$ cat src/design/iab_pkg.sv
// ----------------------------------------------------------------------------
// IMA ADPCM block decoder: package
// Shared types, constants and the step table.
// ----------------------------------------------------------------------------
package iab_pkg;

  localparam int unsigned MaxChannelsDef = 2;
  localparam int unsigned QueueDepthDef  = 4;
  localparam int unsigned StepMax        = 88;
  localparam int unsigned ChunkSlots     = 16;  // samples per bank
  localparam int unsigned MemAddrW       = 5;   // bank bit + slot

  typedef enum logic {
    REG_CHANNEL_COUNT = 1'b0,
    REG_BLOCK_BYTES   = 1'b1
  } reg_idx_e;

  typedef enum logic [1:0] {
    CMD_PRED = 2'd0,
    CMD_STEP = 2'd1,
    CMD_BAD  = 2'd2,
    CMD_DATA = 2'd3
  } cmd_kind_e;

  // front -> back command word
  typedef struct packed {
    cmd_kind_e   kind;
    logic        ch;
    logic        stereo;
    logic [1:0]  slot;   // byte within the channel's 4-byte chunk
    logic        flush;  // last byte of the chunk
    logic [15:0] data;
  } cmd_t;

  // decoder -> emitter job
  typedef struct packed {
    logic        dump;   // 1: dump a sample bank, 0: single sample
    logic        bank;
    logic        stereo;
    logic        ch;
    logic        hdr;
    logic        bad;
    logic [15:0] pcm;
  } job_t;

  // decoder -> sample bank write port
  typedef struct packed {
    logic                en;
    logic [MemAddrW-1:0] addr;
    logic [15:0]         data;
  } mem_wr_t;

  localparam logic [15:0] StepTable [89] = '{
    16'd7,     16'd8,     16'd9,     16'd10,    16'd11,    16'd12,    16'd13,    16'd14,
    16'd16,    16'd17,    16'd19,    16'd21,    16'd23,    16'd25,    16'd28,    16'd31,
    16'd34,    16'd37,    16'd41,    16'd45,    16'd50,    16'd55,    16'd60,    16'd66,
    16'd73,    16'd80,    16'd88,    16'd97,    16'd107,   16'd118,   16'd130,   16'd143,
    16'd157,   16'd173,   16'd190,   16'd209,   16'd230,   16'd253,   16'd279,   16'd307,
    16'd337,   16'd371,   16'd408,   16'd449,   16'd494,   16'd544,   16'd598,   16'd658,
    16'd724,   16'd796,   16'd876,   16'd963,   16'd1060,  16'd1166,  16'd1282,  16'd1411,
    16'd1552,  16'd1707,  16'd1878,  16'd2066,  16'd2272,  16'd2499,  16'd2749,  16'd3024,
    16'd3327,  16'd3660,  16'd4026,  16'd4428,  16'd4871,  16'd5358,  16'd5894,  16'd6484,
    16'd7132,  16'd7845,  16'd8630,  16'd9493,  16'd10442, 16'd11487, 16'd12635, 16'd13899,
    16'd15289, 16'd16818, 16'd18500, 16'd20350, 16'd22385, 16'd24623, 16'd27086, 16'd29794,
    16'd32767
  };

  // index table: -1 for small codes, 2/4/6/8 for large ones
  function automatic logic signed [4:0] index_adjust(input logic [2:0] code);
    logic signed [4:0] adj;
    if (code[2]) begin
      adj = signed'({2'b00, code[1:0], 1'b0}) + 5'sd2;
    end else begin
      adj = -5'sd1;
    end
    return adj;
  endfunction

endpackage

$ cat src/design/iab_front.sv
// ----------------------------------------------------------------------------
// IMA ADPCM block decoder: front end
// Tracks block position, parses channel headers and issues commands.
// ----------------------------------------------------------------------------
module iab_front import iab_pkg::*; #(
  parameter int unsigned MAX_CHANNELS = MaxChannelsDef
) (
  input  logic        clk_i,
  input  logic        rst_ni,
  input  logic        in_valid_i,
  input  logic [7:0]  data_byte_i,
  output logic        in_stall_o,
  input  logic [1:0]  channel_count_i,
  input  logic [15:0] block_bytes_i,
  input  logic        full_i,
  output logic        push_o,
  output cmd_t        cmd_o
);

  logic [15:0] pos_q, pos_d;
  logic        skip_q, skip_d;
  logic [7:0]  hold_q, hold_d;

  logic        acc, cfg_ok, stereo;
  logic [15:0] hdr_len, d, dq, chunks;
  logic [16:0] pos_inc;
  logic [2:0]  r;

  assign in_stall_o = full_i;
  assign acc        = in_valid_i && !full_i;
  assign cfg_ok     = (channel_count_i != 2'd0) && (32'(channel_count_i) <= MAX_CHANNELS)
                      && (block_bytes_i != 16'd0);
  assign stereo     = (channel_count_i == 2'd2);
  assign hdr_len    = stereo ? 16'd8 : 16'd4;
  assign d          = pos_q - hdr_len;
  assign dq         = stereo ? (d >> 3) : (d >> 2);
  assign chunks     = stereo ? ((block_bytes_i - hdr_len) >> 3)
                             : ((block_bytes_i - hdr_len) >> 2);
  assign r          = stereo ? d[2:0] : {1'b0, d[1:0]};
  assign pos_inc    = {1'b0, pos_q} + 17'd1;

  always_comb begin
    pos_d        = pos_q;
    skip_d       = skip_q;
    hold_d       = hold_q;
    push_o       = 1'b0;
    cmd_o.kind   = CMD_DATA;
    cmd_o.ch     = 1'b0;
    cmd_o.stereo = stereo;
    cmd_o.slot   = 2'd0;
    cmd_o.flush  = 1'b0;
    cmd_o.data   = 16'd0;
    if (acc && cfg_ok) begin
      if (!skip_q && (block_bytes_i >= hdr_len)) begin
        if (pos_q < hdr_len) begin
          cmd_o.ch = pos_q[2];
          case (pos_q[1:0])
            2'd0: begin
              hold_d = data_byte_i;
            end
            2'd1: begin
              push_o     = 1'b1;
              cmd_o.kind = CMD_PRED;
              cmd_o.data = {data_byte_i, hold_q};
            end
            2'd2: begin
              push_o = 1'b1;
              if (data_byte_i > 8'(StepMax)) begin
                cmd_o.kind = CMD_BAD;
                skip_d     = 1'b1;
              end else begin
                cmd_o.kind = CMD_STEP;
                cmd_o.data = {8'h00, data_byte_i};
              end
            end
            default: begin
              if (data_byte_i != 8'h00) begin
                push_o     = 1'b1;
                cmd_o.kind = CMD_BAD;
                skip_d     = 1'b1;
              end
            end
          endcase
        end else if (dq < chunks) begin
          push_o      = 1'b1;
          cmd_o.kind  = CMD_DATA;
          cmd_o.ch    = r[2];
          cmd_o.slot  = r[1:0];
          cmd_o.flush = (r == (stereo ? 3'd7 : 3'd3));
          cmd_o.data  = {8'h00, data_byte_i};
        end
      end
      // end of block: wrap and drop the skip flag
      if (pos_inc >= {1'b0, block_bytes_i}) begin
        pos_d  = 16'd0;
        skip_d = 1'b0;
      end else begin
        pos_d = pos_inc[15:0];
      end
    end
  end

  always_ff @(posedge clk_i or negedge rst_ni) begin
    if (!rst_ni) begin
      pos_q  <= 16'd0;
      skip_q <= 1'b0;
      hold_q <= 8'd0;
    end else begin
      pos_q  <= pos_d;
      skip_q <= skip_d;
      hold_q <= hold_d;
    end
  end

endmodule

$ cat src/design/iab_queue.sv
// ----------------------------------------------------------------------------
// IMA ADPCM block decoder: command queue
// Small FIFO between front end and decoder.
// ----------------------------------------------------------------------------
module iab_queue import iab_pkg::*; #(
  parameter int unsigned DEPTH = QueueDepthDef
) (
  input  logic clk_i,
  input  logic rst_ni,
  input  logic push_i,
  input  cmd_t cmd_i,
  output logic full_o,
  input  logic pop_i,
  output logic valid_o,
  output cmd_t cmd_o
);

  localparam int unsigned PtrW = (DEPTH > 1) ? $clog2(DEPTH) : 1;
  localparam int unsigned CntW = $clog2(DEPTH + 1);

  cmd_t            slots_q [DEPTH];
  logic [PtrW-1:0] wr_ptr_q, rd_ptr_q;
  logic [CntW-1:0] cnt_q;
  logic            do_push, do_pop;

  assign full_o  = (cnt_q == CntW'(DEPTH));
  assign valid_o = (cnt_q != '0);
  assign cmd_o   = slots_q[rd_ptr_q];
  assign do_push = push_i && !full_o;
  assign do_pop  = pop_i && valid_o;

  always_ff @(posedge clk_i or negedge rst_ni) begin
    if (!rst_ni) begin
      wr_ptr_q <= '0;
      rd_ptr_q <= '0;
      cnt_q    <= '0;
    end else begin
      if (do_push) begin
        wr_ptr_q <= (wr_ptr_q == PtrW'(DEPTH - 1)) ? '0 : wr_ptr_q + 1'b1;
      end
      if (do_pop) begin
        rd_ptr_q <= (rd_ptr_q == PtrW'(DEPTH - 1)) ? '0 : rd_ptr_q + 1'b1;
      end
      if (do_push && !do_pop) begin
        cnt_q <= cnt_q + 1'b1;
      end else if (do_pop && !do_push) begin
        cnt_q <= cnt_q - 1'b1;
      end
    end
  end

  always_ff @(posedge clk_i) begin
    if (do_push) begin
      slots_q[wr_ptr_q] <= cmd_i;
    end
  end

endmodule

$ cat src/design/iab_decode.sv
// ----------------------------------------------------------------------------
// IMA ADPCM block decoder: nibble decoder
// Per-channel predictor and step index; one nibble per cycle unless stalled.
// ----------------------------------------------------------------------------
module iab_decode import iab_pkg::*; #(
  parameter int unsigned MAX_CHANNELS = MaxChannelsDef
) (
  input  logic    clk_i,
  input  logic    rst_ni,
  input  logic    cmd_valid_i,
  input  cmd_t    cmd_i,
  output logic    cmd_pop_o,
  output logic    job_valid_o,
  output job_t    job_o,
  input  logic    job_ready_i,
  output mem_wr_t wr_o
);

  localparam int unsigned ChW = (MAX_CHANNELS > 1) ? $clog2(MAX_CHANNELS) : 1;

  logic [15:0] pred_q [MAX_CHANNELS];
  logic [6:0]  sidx_q [MAX_CHANNELS];
  logic        phase_q;   // 0 low nibble, 1 high nibble
  logic        bank_q;    // bank being filled

  logic [ChW-1:0]     ch;
  logic [3:0]         code;
  logic [6:0]         cur_idx;
  logic [15:0]        step;
  logic [16:0]        delta;
  logic signed [17:0] p_ext, p_sum;
  logic [15:0]        p_sat;
  logic signed [7:0]  ni;
  logic [6:0]         ni_clamp;
  logic [2:0]         slot3;
  logic [3:0]         addr4;
  logic               nib_go;

  assign ch      = (MAX_CHANNELS > 1) ? ChW'(cmd_i.ch) : '0;
  assign code    = phase_q ? cmd_i.data[7:4] : cmd_i.data[3:0];
  assign cur_idx = (sidx_q[ch] > 7'(StepMax)) ? 7'(StepMax) : sidx_q[ch];
  assign step    = StepTable[cur_idx];

  always_comb begin
    delta = {4'd0, step[15:3]};
    if (code[0]) delta = delta + {3'd0, step[15:2]};
    if (code[1]) delta = delta + {2'd0, step[15:1]};
    if (code[2]) delta = delta + {1'b0, step};
  end

  assign p_ext = signed'({{2{pred_q[ch][15]}}, pred_q[ch]});
  assign p_sum = code[3] ? (p_ext - signed'({1'b0, delta})) : (p_ext + signed'({1'b0, delta}));

  always_comb begin
    if (p_sum < -18'sd32768) begin
      p_sat = 16'h8000;
    end else if (p_sum > 18'sd32767) begin
      p_sat = 16'h7FFF;
    end else begin
      p_sat = p_sum[15:0];
    end
  end

  assign ni = signed'({1'b0, cur_idx}) + 8'(index_adjust(code[2:0]));

  always_comb begin
    if (ni < 8'sd0) begin
      ni_clamp = 7'd0;
    end else if (ni > 8'(StepMax)) begin
      ni_clamp = 7'(StepMax);
    end else begin
      ni_clamp = ni[6:0];
    end
  end

  // sample slot i*2+phase; stereo interleaves channels
  assign slot3 = {cmd_i.slot, phase_q};
  assign addr4 = cmd_i.stereo ? {slot3, cmd_i.ch} : {1'b0, slot3};

  always_comb begin
    job_o.dump   = (cmd_i.kind == CMD_DATA);
    job_o.bank   = bank_q;
    job_o.stereo = cmd_i.stereo;
    job_o.ch     = cmd_i.ch;
    job_o.hdr    = (cmd_i.kind == CMD_PRED);
    job_o.bad    = (cmd_i.kind == CMD_BAD);
    job_o.pcm    = (cmd_i.kind == CMD_PRED) ? cmd_i.data : 16'd0;
    job_valid_o  = 1'b0;
    cmd_pop_o    = 1'b0;
    nib_go       = 1'b0;
    if (cmd_valid_i) begin
      case (cmd_i.kind)
        CMD_PRED, CMD_BAD: begin
          job_valid_o = 1'b1;
          cmd_pop_o   = job_ready_i;
        end
        CMD_STEP: begin
          cmd_pop_o = 1'b1;
        end
        CMD_DATA: begin
          if (!phase_q) begin
            nib_go = 1'b1;
          end else if (cmd_i.flush) begin
            // last nibble of chunk waits for the emitter to take the bank
            job_valid_o = 1'b1;
            nib_go      = job_ready_i;
            cmd_pop_o   = job_ready_i;
          end else begin
            nib_go    = 1'b1;
            cmd_pop_o = 1'b1;
          end
        end
        default: begin
          cmd_pop_o = 1'b1;
        end
      endcase
    end
    wr_o.en   = nib_go;
    wr_o.addr = {bank_q, addr4};
    wr_o.data = p_sat;
  end

  always_ff @(posedge clk_i or negedge rst_ni) begin
    if (!rst_ni) begin
      for (int k = 0; k < MAX_CHANNELS; k++) begin
        pred_q[k] <= 16'd0;
        sidx_q[k] <= 7'd0;
      end
      phase_q <= 1'b0;
      bank_q  <= 1'b0;
    end else begin
      if (cmd_valid_i && cmd_pop_o && (cmd_i.kind == CMD_PRED)) begin
        pred_q[ch] <= cmd_i.data;
      end
      if (cmd_valid_i && (cmd_i.kind == CMD_STEP)) begin
        sidx_q[ch] <= cmd_i.data[6:0];
      end
      if (nib_go) begin
        pred_q[ch] <= p_sat;
        sidx_q[ch] <= ni_clamp;
        phase_q    <= !phase_q;
      end
      if (nib_go && phase_q && cmd_i.flush) begin
        bank_q <= !bank_q;
      end
    end
  end

endmodule

$ cat src/design/iab_emit.sv
// ----------------------------------------------------------------------------
// IMA ADPCM block decoder: sample emitter
// Two sample banks and output register; one sample per cycle unless stalled.
// ----------------------------------------------------------------------------
module iab_emit import iab_pkg::*; (
  input  logic               clk_i,
  input  logic               rst_ni,
  input  mem_wr_t            wr_i,
  input  logic               job_valid_i,
  input  job_t               job_i,
  output logic               job_ready_o,
  output logic               out_valid_o,
  input  logic               out_stall_i,
  output logic signed [15:0] pcm_sample_o,
  output logic               channel_id_o,
  output logic               is_header_o,
  output logic               bad_block_o,
  output logic               last_of_run_o
);

  localparam int unsigned IdxW = $clog2(ChunkSlots);

  logic [15:0] mem_q [2*ChunkSlots];

  logic            busy_q;
  job_t            job_q;
  logic [IdxW-1:0] idx_q, last_idx;
  logic            out_valid_q;
  logic [15:0]     out_pcm_q;
  logic            out_ch_q, out_hdr_q, out_bad_q, out_last_q;
  logic            out_free, fin, load, take;

  assign out_free    = !out_valid_q || !out_stall_i;
  assign last_idx    = job_q.stereo ? IdxW'(ChunkSlots - 1) : IdxW'(ChunkSlots / 2 - 1);
  assign fin         = job_q.dump ? (idx_q == last_idx) : 1'b1;
  assign load        = busy_q && out_free;
  assign job_ready_o = !busy_q || (load && fin);
  assign take        = job_valid_i && job_ready_o;

  always_ff @(posedge clk_i or negedge rst_ni) begin
    if (!rst_ni) begin
      busy_q      <= 1'b0;
      idx_q       <= '0;
      out_valid_q <= 1'b0;
    end else begin
      if (take) begin
        busy_q <= 1'b1;
        idx_q  <= '0;
      end else if (load) begin
        if (fin) begin
          busy_q <= 1'b0;
        end else begin
          idx_q <= idx_q + 1'b1;
        end
      end
      if (load) begin
        out_valid_q <= 1'b1;
      end else if (out_free) begin
        out_valid_q <= 1'b0;
      end
    end
  end

  always_ff @(posedge clk_i) begin
    if (take) begin
      job_q <= job_i;
    end
    if (wr_i.en) begin
      mem_q[wr_i.addr] <= wr_i.data;
    end
    if (load) begin
      if (job_q.dump) begin
        out_pcm_q  <= mem_q[{job_q.bank, idx_q}];
        out_ch_q   <= job_q.stereo & idx_q[0];
        out_hdr_q  <= 1'b0;
        out_bad_q  <= 1'b0;
        out_last_q <= fin;
      end else begin
        out_pcm_q  <= job_q.pcm;
        out_ch_q   <= job_q.ch;
        out_hdr_q  <= job_q.hdr;
        out_bad_q  <= job_q.bad;
        out_last_q <= 1'b1;
      end
    end
  end

  assign out_valid_o   = out_valid_q;
  assign pcm_sample_o  = signed'(out_pcm_q);
  assign channel_id_o  = out_ch_q;
  assign is_header_o   = out_hdr_q;
  assign bad_block_o   = out_bad_q;
  assign last_of_run_o = out_last_q;

endmodule

$ cat src/design/ima_adpcm_block_decoder.sv
// ----------------------------------------------------------------------------
// IMA ADPCM block decoder
// WAV IMA ADPCM 4-bit byte stream in, tagged 16-bit PCM samples out.
// ----------------------------------------------------------------------------
//
//   channel | direction | handshake              | payload
//   --------+-----------+------------------------+---------------------------
//   in      | sink      | in_valid_i/in_stall_o  | data_byte_i
//   out     | source    | out_valid_o/out_stall_i| pcm_sample_o, channel_id_o,
//           |           |                        | is_header_o, bad_block_o,
//           |           |                        | last_of_run_o
//   cfg     | sink      | cfg_we_i (no wait)     | cfg_index_i, cfg_data_i
//
// Flow: the front end takes one byte per cycle into a command queue while
// it is not full. The decoder works one nibble per cycle unless a chunk's
// last nibble waits for the emitter; the serial predictor update of each
// data byte's two nibbles sets the sustained rate. Unless out_stall_i holds
// them, samples leave one per cycle from the bank the decoder is not filling.
// Reset: asynchronous, active low; registers read channel_count 1 and
// block_bytes 1024, position, skip flag and channel state start at zero.
// Stalls: out_stall_i holds the output register and backs up through the
// emitter, decoder and queue to in_stall_o (queue full).
// ----------------------------------------------------------------------------
module ima_adpcm_block_decoder import iab_pkg::*; #(
  parameter int unsigned MAX_CHANNELS = MaxChannelsDef,
  parameter int unsigned QUEUE_DEPTH  = QueueDepthDef
) (
  input  logic               clk_i,
  input  logic               rst_ni,
  // byte stream
  input  logic               in_valid_i,
  output logic               in_stall_o,
  input  logic [7:0]         data_byte_i,
  // samples
  output logic               out_valid_o,
  input  logic               out_stall_i,
  output logic signed [15:0] pcm_sample_o,
  output logic               channel_id_o,
  output logic               is_header_o,
  output logic               bad_block_o,
  output logic               last_of_run_o,
  // configuration writes
  input  logic               cfg_we_i,
  input  logic               cfg_index_i,
  input  logic [15:0]        cfg_data_i
);

  // config registers; new values act at once, position is kept
  logic [1:0]  chan_cnt_q;
  logic [15:0] blk_bytes_q;

  always_ff @(posedge clk_i or negedge rst_ni) begin
    if (!rst_ni) begin
      chan_cnt_q  <= 2'd1;
      blk_bytes_q <= 16'd1024;
    end else if (cfg_we_i) begin
      case (reg_idx_e'(cfg_index_i))
        REG_CHANNEL_COUNT: chan_cnt_q  <= cfg_data_i[1:0];
        REG_BLOCK_BYTES:   blk_bytes_q <= cfg_data_i;
        default:           chan_cnt_q  <= chan_cnt_q;
      endcase
    end
  end

  // front end -> queue
  logic q_full, q_push;
  cmd_t f_cmd;

  iab_front #(
    .MAX_CHANNELS (MAX_CHANNELS)
  ) u_front (
    .clk_i           (clk_i),
    .rst_ni          (rst_ni),
    .in_valid_i      (in_valid_i),
    .data_byte_i     (data_byte_i),
    .in_stall_o      (in_stall_o),
    .channel_count_i (chan_cnt_q),
    .block_bytes_i   (blk_bytes_q),
    .full_i          (q_full),
    .push_o          (q_push),
    .cmd_o           (f_cmd)
  );

  // queue -> decoder
  logic q_valid, q_pop;
  cmd_t q_cmd;

  iab_queue #(
    .DEPTH (QUEUE_DEPTH)
  ) u_queue (
    .clk_i   (clk_i),
    .rst_ni  (rst_ni),
    .push_i  (q_push),
    .cmd_i   (f_cmd),
    .full_o  (q_full),
    .pop_i   (q_pop),
    .valid_o (q_valid),
    .cmd_o   (q_cmd)
  );

  // decoder -> emitter: jobs plus bank writes
  logic    job_valid, job_ready;
  job_t    job;
  mem_wr_t bank_wr;

  iab_decode #(
    .MAX_CHANNELS (MAX_CHANNELS)
  ) u_decode (
    .clk_i       (clk_i),
    .rst_ni      (rst_ni),
    .cmd_valid_i (q_valid),
    .cmd_i       (q_cmd),
    .cmd_pop_o   (q_pop),
    .job_valid_o (job_valid),
    .job_o       (job),
    .job_ready_i (job_ready),
    .wr_o        (bank_wr)
  );

  iab_emit u_emit (
    .clk_i         (clk_i),
    .rst_ni        (rst_ni),
    .wr_i          (bank_wr),
    .job_valid_i   (job_valid),
    .job_i         (job),
    .job_ready_o   (job_ready),
    .out_valid_o   (out_valid_o),
    .out_stall_i   (out_stall_i),
    .pcm_sample_o  (pcm_sample_o),
    .channel_id_o  (channel_id_o),
    .is_header_o   (is_header_o),
    .bad_block_o   (bad_block_o),
    .last_of_run_o (last_of_run_o)
  );

endmodule

$ cat config.mk
export PLATFORM = sky130hd
export DESIGN_NAME = ima_adpcm_block_decoder
export DESIGN_NICKNAME = d
export VERILOG_FILES = /design/src/design/iab_pkg.sv /design/src/design/iab_front.sv /design/src/design/iab_queue.sv /design/src/design/iab_decode.sv /design/src/design/iab_emit.sv /design/src/design/ima_adpcm_block_decoder.sv
export SDC_FILE = /design/constraint.sdc
export NUM_CORES = 1
export LEC_CHECK = 0
export BUFFER_PORTS_ARGS = -buffer_cell sky130_fd_sc_hd__buf_2
export CORE_MARGIN = 2
export CORE_UTILIZATION = 25
export DETAILED_ROUTE_END_ITERATION = 12
export GPL_TIMING_DRIVEN = 0
export PLACE_DENSITY = 0.36
export SYNTH_ARGS = -nofsm -noshare
export SYNTH_HDL_FRONTEND = slang
export SYNTH_SLANG_ARGS = --single-unit
export TNS_END_PERCENT = 10
$ cat constraint.sdc
create_clock -name clk_i -period 37.9 [get_ports clk_i]
set_clock_uncertainty 0.15 [all_clocks]
set_input_delay 1.895 -clock clk_i [delete_from_list [all_inputs] [get_ports clk_i]]
set_output_delay 1.895 -clock clk_i [all_outputs]
set_load 0.05 [all_outputs]
==> results of run 1 <==
## per-stage QoR
| stage | cells | setup WS [ns] | hold WS, ns | instance area (um^2) | utilization |
|---|---|---|---|---|---|
| floorplan | 2882 | 25.95 | 0.273 | 38800 | - |
| global placement | 4977 | 19.39 | 0.289 | 41600 | 0.270 |
| detailed placement | 5016 | 20.71 | 0.296 | 42400 | 0.275 |
| CTS | 5184 | 20.61 | 0.313 | 45400 | 0.294 |
| global route | 5185 | 19.61 | 0.318 | 45400 | 0.295 |
| finish | 5188 | 20.56 | 0.318 | 45400 | 0.295 |
## kinds of logic after synthesis
logic type	after synthesis	share of synthesized area
buffers and inverters	243	0.0262
AND/OR/NAND/NOR	707	0.0873
XOR/XNOR	96	0.0221
multiplexers	309	0.142
adder cells (fa/ha/maj)	132	0.0441
AO/OA/AOI/OAI	645	0.111
flip-flops	750	0.567
## cells in the mapped netlist (7+ instances only)
library cell and count:
dfrtp_1 102, o21bai_1 17, or2_2 7, buf_1 26, xor2_1 35, o311ai_0 7, inv_1 68, edfxtp_1 646
a31oi_1 29, nor3_1 45, buf_2 13, fa_1 8, a211oi_1 33, nand4_1 9, and3_1 20, a21o_1 39
o21a_1 14, a31o_2 14, ha_1 124, nand2b_1 21, or3_1 19, o21ai_1 7, a22oi_1 21, nand2_1 224
clkbuf_1 118, or4_1 7, mux2_2 56, o31ai_1 17, xnor2_1 60, nor2_1 179, nand3_1 52, buf_6 7
a221oi_1 17, mux2i_1 64, and2_1 48, o211ai_1 17, a21boi_0 10, o22ai_1 34, nor2b_1 39, a21oi_1 145
a22o_1 9, mux4_2 186, o21ai_0 131
## final timing paths
check / end / slack (ns) / from
max reg2reg: u_emit.mem_q[24][0] / 20.56 / u_queue.rd_ptr_q[1]
min reg2reg: u_emit.job_q[20] / 0.32 / u_decode.bank_q
min in group asynchronous: blk_bytes_q[8] / 0.93 / rst_ni
max: u_emit.mem_q[24][0] / 20.56 / u_queue.rd_ptr_q[1]
min: u_emit.job_q[20] / 0.32 / u_decode.bank_q
max in group asynchronous: u_decode.sidx_q[13] / 35.83 / rst_ni
## critical path: cells and delay by family (launching register included)
family | cells | cell delay [ns]
compound gates | 21 | 5.80
xor+xnor | 4 | 0.68
fa+ha+maj | 6 | 1.87
buf+inv | 13 | 4.40
flops | 1 | 0.38
mux | 2 | 0.46
simple gates | 13 | 3.14
## state kept, by name (all words and copies together), names as in the netlist, 3 cells and up
name / count
blk_bytes_q: 16
u_decode.pred_q: 32
u_decode.sidx_q: 14
u_emit.idx_q: 4
u_emit.job_q: 22
u_emit.mem_q: 512
u_emit.pcm_sample_o: 16
u_front.hold_q: 8
u_front.pos_q: 16
u_queue.cnt_q: 3
u_queue.slots_q: 92
## layout make-up
class | count | area, um^2
Clock inverter | 54 | 596
Antenna cell | 3 | 7.51
Clock buffer | 114 | 2350
Sequential cell | 750 | 22000
Fill cell | 15600 | 109000
Buffer | 171 | 744
Inverter | 72 | 273
Timing Repair Buffer | 91 | 913
Multi-Input combinational cell | 1889 | 15900
Tap cell | 2044 | 2560
## routing by layer
layer  GRT usage  up-vias  wire [um]
met5           0        -         13
met4      0.0425        2       3190
met3      0.0221      179       5220
met2       0.269      667      62100
met1       0.233    13300      61600
li1            -    11600          -
==> qor.txt, run 1 <==
Post-synth EDFFs: 646
Commonest non-fill, non-tap cell in the layout: edfxtp_1
Critical path class: register to register
Max_slew headroom: 0.0703
Ys Warns: 0
DP HPWL: 97900 um
Syn-to-layout area delta: 17.0%
Drt pass-1 iters: 5
Most frequent cells in the layout: edfxtp_1, nand2_1, mux4_2
Critical Path Sink Type: register
Die Height: 398 um
Syn Inst Count: 2882
Avg WL per Cell: 25.5 um
Final slew viol count: 0
Layout cell share with drive strength beyond 1: 0.189
Cell mode on critical path: o21ai_0
CTS H-tree lvls: 3
Avg Inst Size Synth: 13.5 um^2
CTS Hold Bufs: 0
Net Count, Synth: 3044
CP max stage delay: 0.94 ns
Worst setup SP type: register
FMAX: 57.7 MHz
Slowest cell on crit path: nand2_1
Reg2Reg Depth: 59
Row count: 144
Drt drc: 0
GRT Total Usage: 0.166
Routed Antenna Nets: 0
Clock Sinks: 750
Via count: 25800
Initial antenna violation count: 13
Iteration-0 DRC Markers: 2371
CTS tree: yes
Grt ovf: 0
Status: complete, no violations
Largest net degree at the start of global routing: 77
Class of the worst hold path: register to register
Final TNS setup: 0 ns
Critical path required time: 38.06 ns
RSZ-0062 raised after global routing: false
Initial Utilization: 0.252
Final net count: 3227
Sequential area share after synthesis: 0.567
Port bufs: 51
Post-synth top area share: 0.500
Gp weighted congestion: 0.870
Die Area: 0.158 mm^2
Clk_lat worst skew: 0.70 ns
Die width: 398 um
Yosys reg bits: 750
Max_cap viols: 0
Worst-path clk slew: 0.06 ns
Final hold vios: 0
I/O Pins: 52
Via density: 4.97
Post-CTS Setup Bufs: 0
Final setup fails: 0
FFs w/ async S/R, synth: 0.139
Clock tree buffer depth: 3
Worst Tran Pin Value: 1.38 ns
Worst Hold Depth: 0
Post_cts resized: 0
Mapped Area: 0.0388 mm^2
Vias in the first global route: 26500
CTS Buf Count: 90
Min Tclk post-route: 17.34 ns
Fin crit share: 0.458
Critical Path AT: 17.50 ns
Max FO, Critical Path: 32
Global-route wire length before repair: 191000 um
Final WL: 132000 um
Largest area contributor in the netlist: edfxtp_1
Synth area leaders: edfxtp_1, mux4_2, dfrtp_1, ha_1, nand2_1
Core region area: 0.154 mm^2
Top FF cell, synth: edfxtp_1
Synth cell types: 101
Root buffer cell: clkbuf_16
Power of run 1 is left out: the tool's default activity adds up to more than one toggle a clock period on the data nets, which glitch-free logic cannot reach.
==> run 2: changes to the inputs <==
--- a/config.mk
+++ b/config.mk
@@ -10,7 +10,7 @@
 export CORE_UTILIZATION = 25
 export DETAILED_ROUTE_END_ITERATION = 12
 export GPL_TIMING_DRIVEN = 0
-export PLACE_DENSITY = 0.36
+export PLACE_DENSITY = 0.37
 export SYNTH_ARGS = -nofsm -noshare
 export SYNTH_HDL_FRONTEND = slang
 export SYNTH_SLANG_ARGS = --single-unit
==> constraint.sdc (replaced) <==
create_clock -name clk_i -period 15.82 [get_ports clk_i]
set_clock_uncertainty 0.15 [all_clocks]
set_input_delay 0.791 -clock clk_i [delete_from_list [all_inputs] [get_ports clk_i]]
set_output_delay 0.791 -clock clk_i [all_outputs]
set_load 0.05 [all_outputs]
==> qor.txt, run 2 (synthesis gave the netlist of run 1 again) <==
Number of flip-flops in the largest register: 512
Drt pass-1 iters: 6
Most frequent cells in the layout: edfxtp_1, nand2_1, mux4_2
Die Area: 0.158 mm^2
CTS tree: yes
Critical Path Sink Type: register
Final hold vios: 0
Max_cap viols: 0
CTS H-tree lvls: 3
I/O Pins: 52
Critical path class: register to register
Die width: 398 um
Critical path required time: 16.10 ns
Min Tclk post-route: 14.91 ns
Most flop-heavy register: u_emit.mem_q
Global-route wire length before repair: 191000 um
Initial antenna violation count: 18
Clk_lat worst skew: 0.69 ns
R2R Setup Slk: 0.91 ns
Gp weighted congestion: 0.871
Avg WL per Cell: 25.3 um
Worst setup SP type: register
DP HPWL: 95800 um
Drt drc: 0
Critical Path AT: 15.19 ns
Layout fillers: 15500
Iteration-0 DRC Markers: 2412
Slowest cell on crit path: o21ai_1
Placed Area: 0.0424 mm^2
Final slew viol count: 0
Syn-to-layout area delta: 17.5%
Die Height: 398 um
R2R Path Start: u_queue.rd_ptr_q[1]
Clock Sinks: 750
Worst Tran Pin Value: 1.41 ns
Commonest non-fill, non-tap cell in the layout: edfxtp_1
Crit. Startpoint: u_queue.rd_ptr_q[1]
Min setup slack post-route: 0.910 ns
FMAX: 67.1 MHz
CTS Buf Count: 88
Initial Utilization: 0.252
Vias in the first global route: 26600
Clock tree buffer depth: 3
Via count: 26200
CP max stage delay: 0.53 ns
Grt ovf: 0
Final net count: 3230
Hold wc startpoint: cfg_data_i[6]
Layout cell share with drive strength beyond 1: 0.194
Max_slew headroom: 0.0510
Post-place setup slack: -1.10 ns
Core region area: 0.154 mm^2
GRT Total Usage: 0.165
Multi-input logic area: 0.0161 mm^2
Fin crit share: 0.942
Via density: 5.04
Class of the worst hold path: primary input to register
Largest net degree at the start of global routing: 82
Final setup fails: 0
Status: complete, no violations
Routed Antenna Nets: 0
Root buffer cell: clkbuf_16
Port bufs: 51
Worst-path clk slew: 0.06 ns
RSZ-0062 raised after global routing: false
FF+latch area: 0.0220 mm^2
Largest regs: u_emit.mem_q (512), u_queue.slots_q (92), u_decode.pred_q (32)
Fin area: 0.0456 mm^2
Final WL: 131000 um
Max FO, Critical Path: 28
Row count: 144
[run 2: worst paths after layout]
check / to / depth (start not counted)
worst max-delay path: u_emit.mem_q[9][13] / 58
worst min-delay path: blk_bytes_q[6] / 2
worst max register to register: u_emit.mem_q[9][13] / 58
worst min register to register: u_emit.job_q[20] / 0
max in group asynchronous: u_decode.sidx_q[6] / 3
min in group asynchronous: u_front.pos_q[9] / 2
[run 2: final cells by class]
| class | instances | share of cell area |
|---|---|---|
| Sequential cell | 750 | 0.483 |
| Antenna cell | 2 | 0.000110 |
| Inverter | 72 | 0.00598 |
| Buffer | 169 | 0.0162 |
| Timing Repair Buffer | 93 | 0.0214 |
| Clock buffer | 108 | 0.0508 |
| Clock inverter | 56 | 0.0139 |
| Multi-Input combinational cell | 1894 | 0.353 |
| Tap cell | 2044 | 0.0561 |
[run 2: per-layer routing]
layer  GRT usage  up-vias  part of all wire
met2       0.271      799              0.48
met4      0.0360        6             0.021
met1       0.229    13600              0.46
li1            -    11600                 -
met3      0.0227      161             0.044
met5           0        -           0.00026
[run 2: worst max-delay path, delay by kind of cell, from the launching register on]
kind | cells | cell delay [ns]
flip-flops | 1 | 0.39
multiplexers | 2 | 0.46
buffers and inverters | 12 | 3.09
AND/OR/NAND/NOR | 12 | 2.10
adder cells (fa/ha/maj) | 6 | 1.80
XOR/XNOR | 4 | 0.66
AO/OA/AOI/OAI | 22 | 5.93
[run 2: metrics by stage]
step / util / instances / hold WS, ns / TNS [ns]
floorplan: - / 2882 / 0.273 / 0
global placement: 0.270 / 4977 / 0.310 / -913.36
detailed placement: 0.276 / 5015 / 0.306 / -335.88
CTS: 0.295 / 5183 / 0.135 / 0
global route: 0.296 / 5187 / 0.154 / 0
finish: 0.296 / 5188 / 0.200 / 0
[run 2: repair_timing]
item,in CTS,in global routing
setup endpoints to repair,528,528
gates resized for setup,8,14
hold buffers,1,0
cloned,4,1
pin swaps,4,2
setup buffers,0,2
hold endpoints to repair,21,0
Power of run 2 is left out for the same reason.
